`src/hw/rtl/ed_pkg.sv`:
```
`timescale 1ns / 1ps

package ed_pkg;

  localparam int MAX_LEN_DEF = 64;

  localparam int OP_W   = 2;
  localparam int CH_W   = 8;
  localparam int DIST_W = 7;

  localparam logic [OP_W-1:0] OP_APPEND = 2'd0;
  localparam logic [OP_W-1:0] OP_QUERY  = 2'd1;
  localparam logic [OP_W-1:0] OP_REPORT = 2'd2;

  // largest distance the result field can carry
  localparam int DIST_SAT = 127;

  // control part of a token travelling down the cell chain
  typedef struct packed {
    logic vld;
    logic rpt;  // 1: report token, 0: query character
    logic ovf;  // overflow flag carried by a report token
  } tok_ctl_t;

endpackage

```
`src/hw/rtl/ed_cell.sv`:
```
`timescale 1ns / 1ps

module ed_cell #(
  parameter int DW  = 7,
  parameter int IDX = 1
) (
  input  logic                        clk,
  input  logic                        rst_n,
  input  logic                        adv,
  input  logic                        wr_en,
  input  logic [DW-1:0]               wr_idx,
  input  logic [ed_pkg::CH_W-1:0]     wr_ch,
  input  ed_pkg::tok_ctl_t            in_ctl,
  input  logic [ed_pkg::CH_W-1:0]     in_ch,
  input  logic [DW-1:0]               in_a,
  input  logic [DW-1:0]               in_b,
  output ed_pkg::tok_ctl_t            out_ctl,
  output logic [ed_pkg::CH_W-1:0]     out_ch,
  output logic [DW-1:0]               out_a,
  output logic [DW-1:0]               out_b
);

  localparam logic [DW-1:0] MY_IDX  = DW'(IDX);
  localparam logic [DW-1:0] MY_SLOT = DW'(IDX - 1);

  logic [ed_pkg::CH_W-1:0] ref_ch_r;
  logic [DW-1:0]           dist_r, dist_nxt;
  ed_pkg::tok_ctl_t        ctl_r, ctl_nxt;
  logic [ed_pkg::CH_W-1:0] tch_r;
  logic [DW-1:0]           a_r, a_nxt;
  logic [DW-1:0]           b_r, b_nxt;

  logic [DW:0] above1, left1, diag_sub, best;

  // in_a: new value of the cell to the left, in_b: its old value (diagonal)
  always_comb begin
    above1   = {1'b0, dist_r} + (DW+1)'(1);
    left1    = {1'b0, in_a} + (DW+1)'(1);
    diag_sub = {1'b0, in_b} + (DW+1)'(ref_ch_r != in_ch);
    best     = above1;
    if (left1 < best) best = left1;
    if (diag_sub < best) best = diag_sub;
  end

  always_comb begin
    dist_nxt = dist_r;
    ctl_nxt  = in_ctl;
    a_nxt    = in_a;
    b_nxt    = in_b;
    if (in_ctl.vld) begin
      if (in_ctl.rpt) begin
        // report token: in_b holds the reference length, in_a the distance
        if (in_b == MY_IDX) a_nxt = dist_r;
        dist_nxt = MY_IDX;
      end else begin
        dist_nxt = best[DW-1:0];
        a_nxt    = best[DW-1:0];
        b_nxt    = dist_r;
      end
    end
  end

  always_ff @(posedge clk) begin
    if (!rst_n) begin
      dist_r <= MY_IDX;
      ctl_r  <= '0;
    end else if (adv) begin
      dist_r <= dist_nxt;
      ctl_r  <= ctl_nxt;
    end
  end

  always_ff @(posedge clk) begin
    if (adv) begin
      tch_r <= in_ch;
      a_r   <= a_nxt;
      b_r   <= b_nxt;
    end
  end

  always_ff @(posedge clk) begin
    if (wr_en && wr_idx == MY_SLOT) ref_ch_r <= wr_ch;
  end

  assign out_ctl = ctl_r;
  assign out_ch  = tch_r;
  assign out_a   = a_r;
  assign out_b   = b_r;

endmodule

```
`config.mk`:
```
export PLATFORM = sky130hd
export DESIGN_NAME = ed_cell
export DESIGN_NICKNAME = d
export VERILOG_FILES = /design/src/hw/rtl/ed_pkg.sv /design/src/hw/rtl/ed_cell.sv
export SDC_FILE = /design/constraint.sdc
export NUM_CORES = 1
export LEC_CHECK = 0
export BUFFER_PORTS_ARGS = -buffer_cell sky130_fd_sc_hd__buf_2
export CAP_MARGIN = 0
export CORE_UTILIZATION = 40
export DETAILED_ROUTE_END_ITERATION = 8
export MAX_ROUTING_LAYER = met4
export PLACE_DENSITY = 0.6
export SLEW_MARGIN = 10
export SYNTH_ARGS = -nofsm -noshare
export SYNTH_HDL_FRONTEND = slang
export SYNTH_SLANG_ARGS = --single-unit
```
`constraint.sdc`:
```
create_clock -name clk -period 9.07 [get_ports clk]
set_input_delay 0.4535 -clock clk [delete_from_list [all_inputs] [get_ports clk]]
set_output_delay 0.4535 -clock clk [all_outputs]
set_load 0.01 [all_outputs]
```
# Word-level counts from Yosys, hierarchy flattened
# Index checks and enable logic that the tools add are counted.
dict set report op_classes {
  addsub 3
  multipliers 0
  div 0
  n_lt_le_gt_ge 2
  n_eq_ne 2
  shifts 0
  n_mux 8
  n_bitwise 0
  n_reduce_logical 3
}
# cell count
set op_table {}
lappend op_table {{$mux 7} 7}
lappend op_table {{$add 7x1->8 const B} 2}
lappend op_table {{$lt 8x8->1} 2}
lappend op_table {{$add 7x1->8} 1}
lappend op_table {{$mux 8} 1}
lappend op_table {{$ne 8x8->1} 1}
lappend op_table {{$eq 7x1->1 const B} 1}
lappend op_table {{$logic_not 7->1} 1}
lappend op_table {{$reduce_and 2->1} 1}
lappend op_table {{$logic_and 1x1->1} 1}
dict set report word_totals {
  ff_bits 40
  latchBits 0
  mem_bits_rw 0
  mem_bits_ro 0
  in_bits 44
  output_inout_bits 25
  elab_cells 26
  n_memories 0
}

# Longest topological paths before layout
dict set report logic_depth {
  word_depth 7
  depth_mapped 20
  mapped_depth_nobuf 18
}

# Worst setup path before layout
# Ideal clock, no wire load.
dict set report synth_path {
  path_kind {input port to flip-flop}
  startpoint {input in_a[0]}
  endpoint {register a_r[0], in the netlist out_a[0], data pin}
  setup_ns 0.254
  t_arrival_ns 3.671
  required_ns 8.816
  path_slack_ns 5.145
  path_stages 18
  n_path_buf 1
  cell_sequence {ha_1 > xor2_1 > ha_1 > o21a_1 > o21ai_0 > o21bai_1 > maj3_2 > a21o_4 > a21oi_1 > inv_1 > ha_1 > nand4_1 > nor2_1 > inv_1 > a211oi_4 > buf_6 > o21ai_1 > a21o_1}
}
dict set report synth_between {
  elab_chain_len 7
  elab_cells_between_ends 8
  classes_between {1 x add/sub; 2 x order compare; 5 x mux}
}
# item line
set synth_lines {}
lappend synth_lines {{start: declaration} ed_cell.sv:15} ;# input logic [DW-1:0] in_a,
lappend synth_lines {{$add 7x1->8} ed_cell.sv:38} ;# left1 = {1'b0, in_a} + (DW+1)'(1);
lappend synth_lines {{$lt 8x8->1} ed_cell.sv:41} ;# if (left1 < best) best = left1;
lappend synth_lines {{$mux 8} ed_cell.sv:41}
lappend synth_lines {{$lt 8x8->1} ed_cell.sv:42} ;# if (diag_sub < best) best = diag_sub;
lappend synth_lines {{$mux 7} ed_cell.sv:42}
lappend synth_lines {{$mux 7} ed_cell.sv:51} ;# if (in_ctl.rpt) begin
lappend synth_lines {{$mux 7 *} ed_cell.sv:50} ;# if (in_ctl.vld) begin
lappend synth_lines {{named net a_nxt[0]} ed_cell.sv:30} ;# logic [DW-1:0] a_r, a_nxt;
lappend synth_lines {{end signal: assignment} ed_cell.sv:76} ;# a_r <= a_nxt;
lappend synth_lines {{end: declaration} ed_cell.sv:30}
# Mark *: on every way through the listed nets, which the timed path passes. The rest lies on a longest branch.
# A chain may end at the register's enable or synchronous reset.

# Worst setup path in the final report
dict set report layout_path {
  startpoint {register dist_r[0]}
  endpoint {register a_r[6], in the netlist out_a[6], data pin}
}
dict set report layout_between {
  elab_chain_len 7
}
# item line
set layout_lines {}
lappend layout_lines {{start: declaration} ed_cell.sv:27} ;# logic [DW-1:0] dist_r, dist_nxt;
lappend layout_lines {{start signal: assignment} ed_cell.sv:68} ;# dist_r <= dist_nxt;
lappend layout_lines {{$add 7x1->8 *} ed_cell.sv:37} ;# above1 = {1'b0, dist_r} + (DW+1)'(1);
lappend layout_lines {{$lt 8x8->1} ed_cell.sv:41}
lappend layout_lines {{$mux 8 *} ed_cell.sv:41}
lappend layout_lines {{$lt 8x8->1} ed_cell.sv:42}
lappend layout_lines {{$mux 7 *} ed_cell.sv:42}
lappend layout_lines {{$mux 7 *} ed_cell.sv:51}
lappend layout_lines {{$mux 7 *} ed_cell.sv:50}
lappend layout_lines {{named net a_nxt[6]} ed_cell.sv:30}
# Marks and branches as above.

==> flow_summary_export.csv <==
group,metric,value,unit
outcome,status,"finished with violations",
outcome,violations,"design-rule violations",
global_route,grt_usage,19.5,%
critical_path,slowest_stage,"a211oi_4",
timing,max_clock_freq,217,MHz
worst_hold_path,hold_path_depth,1,
global_route,grt_busiest_layer,"met2",
yosys,synth-edff-count,30,
timing,skew,0.00790,ns
yosys,syn_area,2740,um^2
global_route,use_met1,25.9,%
yosys,avgSynthCellArea,9.79,um^2
run,cap_violations,0,
floorplanning,initial_core_util,42.2,%
finish,antenna_cells,0,
yosys,synth-seq-area-share,40.2,%
timing,fin_tns_setup,0,ns
yosys,synth_ff_type,"edfxtp_1",
clock_tree,root_buffer,"clkbuf_8",
timing,maxSlewHeadroom,30.2,%
critical_path,worstPathCellList,"ha_1, xnor2_1, ha_1, o21a_1, o21ai_0, o21bai_1, maj3_2, a21o_4, a21oi_1, inv_1, ha_1, nand4_1, nor2_1, inv_1, a211oi_4, nor3b_1, o31a_1",
critical_path,crit_fanout,18,
yosys,syn-instance-count,280,
clock_tree,post-cts-setup-buffers,0,
detailed_routing,drt-wirelength-per-cell,15.6,um
critical_path,cpLargestDelayFamily,"compound AO/OA/AOI/OAI gates",
clock_tree,clkLatencyLatePin,0.29,ns
global_route,met3_usage,2.95,%
critical_path,startpoint_type,"flip-flop",
clock_tree,clk_pin_slew_worst_paths,0.08,ns
power,ir_worst_vdd,0.0000821,V
global_route,grt_pass1_vias,2179,
power,power.leakage,1.40,nW
global_route,grt_first_pass_wirelength,10.8,mm
timing,tightest_slew,1.04,ns
yosys,ys_seq_elements,40,
yosys,syn-num-nets,340,
clock_tree,cts_hold_buf,0,
global_route,grt_use_met2,32.1,%
yosys,async_flop_share,0,%
finish,nets,407,
detailed_routing,drc_errors,3,
global_route,grt-ovfl-total,0,
timing,setup_viol,0,
critical_path,crit_buf_inv,2,
floorplanning,die_height,84.8,um
clock_tree,htreeDepth,2,
yosys,ys_warn_count,0,
finish,drive_gt1_share,24.7,%
place,io_buffers,68,
critical_path,path_common_cell,"ha_1",
clock_tree,cts_tree,"done",
critical_path,worstPathArrival,4.65,ns
floorplanning,die_w,84.8,um
critical_path,critPathKind,"flip-flop to flip-flop",
place,hpwl,5.21,mm
timing,final.period_utilization,50.8,%
critical_path,max_stage_delay,0.64,ns
timing,finalHoldViolations,0,
critical_path,endpoint_kind,"flip-flop",
finish,final_util,49.9,%
yosys,yosysUniqueCellTypes,53,
global_route,grt_max_degree,32,
worst_hold_path,min_path_type,"primary input to flip-flop",
floorplanning,pin_count,69,
clock_tree,cts_resized,0,
timing,slew_violations,0,
global_route,antenna_found_initial,0,
finish,synthToLayoutAreaGrowth,18.2,%
detailed_routing,wl,6.61,mm
timing,rsz0062_at_grt,"false",
detailed_routing,drt_iter0_drc,197,
floorplanning,rows,29,
place,globalplace.congestion,0.873,
clock_tree,cts_buffers,5,
detailed_routing,dr.pass1.iters,9,
critical_path,crit_cells,17,
critical_path,r2r_cells,17,
timing,fin_crit,4.61,ns
finish,fillCellCount,610,
critical_path,crit_required,9.12,ns
clock_tree,cts_buffer_depth,2,
detailed_routing,ant_nets,0,
clock_tree,clock_sinks,40,
detailed_routing,post_drt_via_cell_ratio,5.59,
power,power_density,152,nW/um^2
detailed_routing,vias,2377,
floorplanning,die-area,7190,um^2
floorplanning,core,6490,um^2
==> final timing paths <==
kind                                         startpoint                      end  slack (ns)
worst max-delay path             dist_r[0]$_SDFFE_PN1P_       out_a[6]$_DFFE_PP_        4.46
worst min register to register  out_ctl[2]$_SDFFE_PN0P_  out_ctl[2]$_SDFFE_PN0P_        0.48
worst min-delay path                           wr_ch[7]    ref_ch_r[7]$_DFFE_PP_        0.34
worst max register to register   dist_r[0]$_SDFFE_PN1P_       out_a[6]$_DFFE_PP_        4.46
==> per-stage QoR <==
stage          worst slack (ns)  hold slack (ns)  instance area, um^2  std cells  power (mW)
6_report                   4.46            0.337                 3240        425       0.493
5_1_grt                    4.16            0.321                 3240        425       0.522
4_1_cts                    4.51            0.325                 3240        425       0.498
3_5_place_dp               4.33            0.463                 3130        417       0.357
3_3_place_gp               4.35            0.460                 3130        417       0.357
2_1_floorplan              5.14            0.491                 2740        280       0.314
==> sequential cells by signal, indices dropped and copies added, names as in the netlist <==
signal    cells
out_ch        8
ref_ch_r      8
dist_r        7
out_a         7
out_b         7
out_ctl       3
==> per-layer routing <==
metal | vias up | wire [um]
li1 | 1190 | -
met1 | 1100 | 3090
met2 | 83 | 3190
met3 | 4 | 304
met4 | 0 | 30
met5 | - | 0
==> cells in the final DEF (no fill, tap or decap), types with 3 or more instances in the layout <==
master and instances:
nor3_1 5, edfxtp_1 30, nor4_1 3, nor2_1 17, buf_2 68, mux2i_1 6, o31ai_1 4, xor2_1 16
clkbuf_8 5, a21o_1 3, ha_1 16, nand3_1 20, clkinv_1 3, a22oi_1 5, nand2_1 42, a211oi_1 4
o21ai_1 3, inv_1 11, xnor2_1 6, o21a_1 6, a21oi_1 8, or4_1 3, dfxtp_1 10, a22o_1 9
and3_1 4, nand2b_1 3
==> synth_stat cells (all sizes together), types with 4 or more instances <==
library cell | instances | area [um^2]
edfxtp | 30 | 901
xnor2 | 6 | 52.6
a21o | 4 | 37.5
clkbuf | 5 | 18.8
nor2 | 17 | 63.8
buf | 4 | 32.5
dfxtp | 10 | 200
a22oi | 5 | 37.5
a211oi | 7 | 75.1
nor3 | 6 | 35.0
mux2i | 6 | 60.1
a22o | 9 | 78.8
inv | 11 | 41.3
and3 | 4 | 25.0
ha | 16 | 200
nand2b | 4 | 32.5
o21ai | 4 | 20.0
xor2 | 16 | 140
o21a | 6 | 45.0
nand3 | 20 | 100
a21oi | 9 | 48.8
o31ai | 5 | 42.5
nand2 | 42 | 158
==> worst reg2reg max path, delay by kind of cell (launching register included) <==
kind | cells | cell delay [ns]
compound gates | 7 | 1.93
buf+inv | 2 | 0.20
flops | 1 | 0.50
fa+ha+maj | 4 | 1.20
xor+xnor | 1 | 0.16
simple gates | 3 | 0.37
==> logic make-up (layout without fill, tap and decap cells) <==
logic type / count (synthesis) / in the layout / synth area share, %
AND/OR/NAND/NOR: 108 / 108 / 19.2
AO/OA/AOI/OAI: 66 / 66 / 20.2
flip-flops: 40 / 40 / 40.2
XOR/XNOR: 22 / 22 / 7.03
buffers and inverters: 21 / 89 / 3.51
adder cells (fa/ha/maj): 17 / 17 / 7.71
multiplexers: 6 / 6 / 2.19
==> power by group <==
part,internal (mW),switching [mW],total (mW)
logic,0.0562,0.0811,0.137
registers,0.210,0.00718,0.217
clock network,0.0801,0.0589,0.139
==> area by class of cell <==
class / instances / area, um^2 / share of cell area, %
Multi-Input combinational cell: 219 / 1540 / 47.6
Sequential cell: 40 / 1100 / 34.0
Timing Repair Buffer: 69 / 348 / 10.7
Tap cell: 77 / 96.3 / 2.97
Clock buffer: 5 / 68.8 / 2.12
Inverter: 12 / 45.0 / 1.39
Clock inverter: 3 / 37.5 / 1.16
Power figures use the tool's default switching activity.
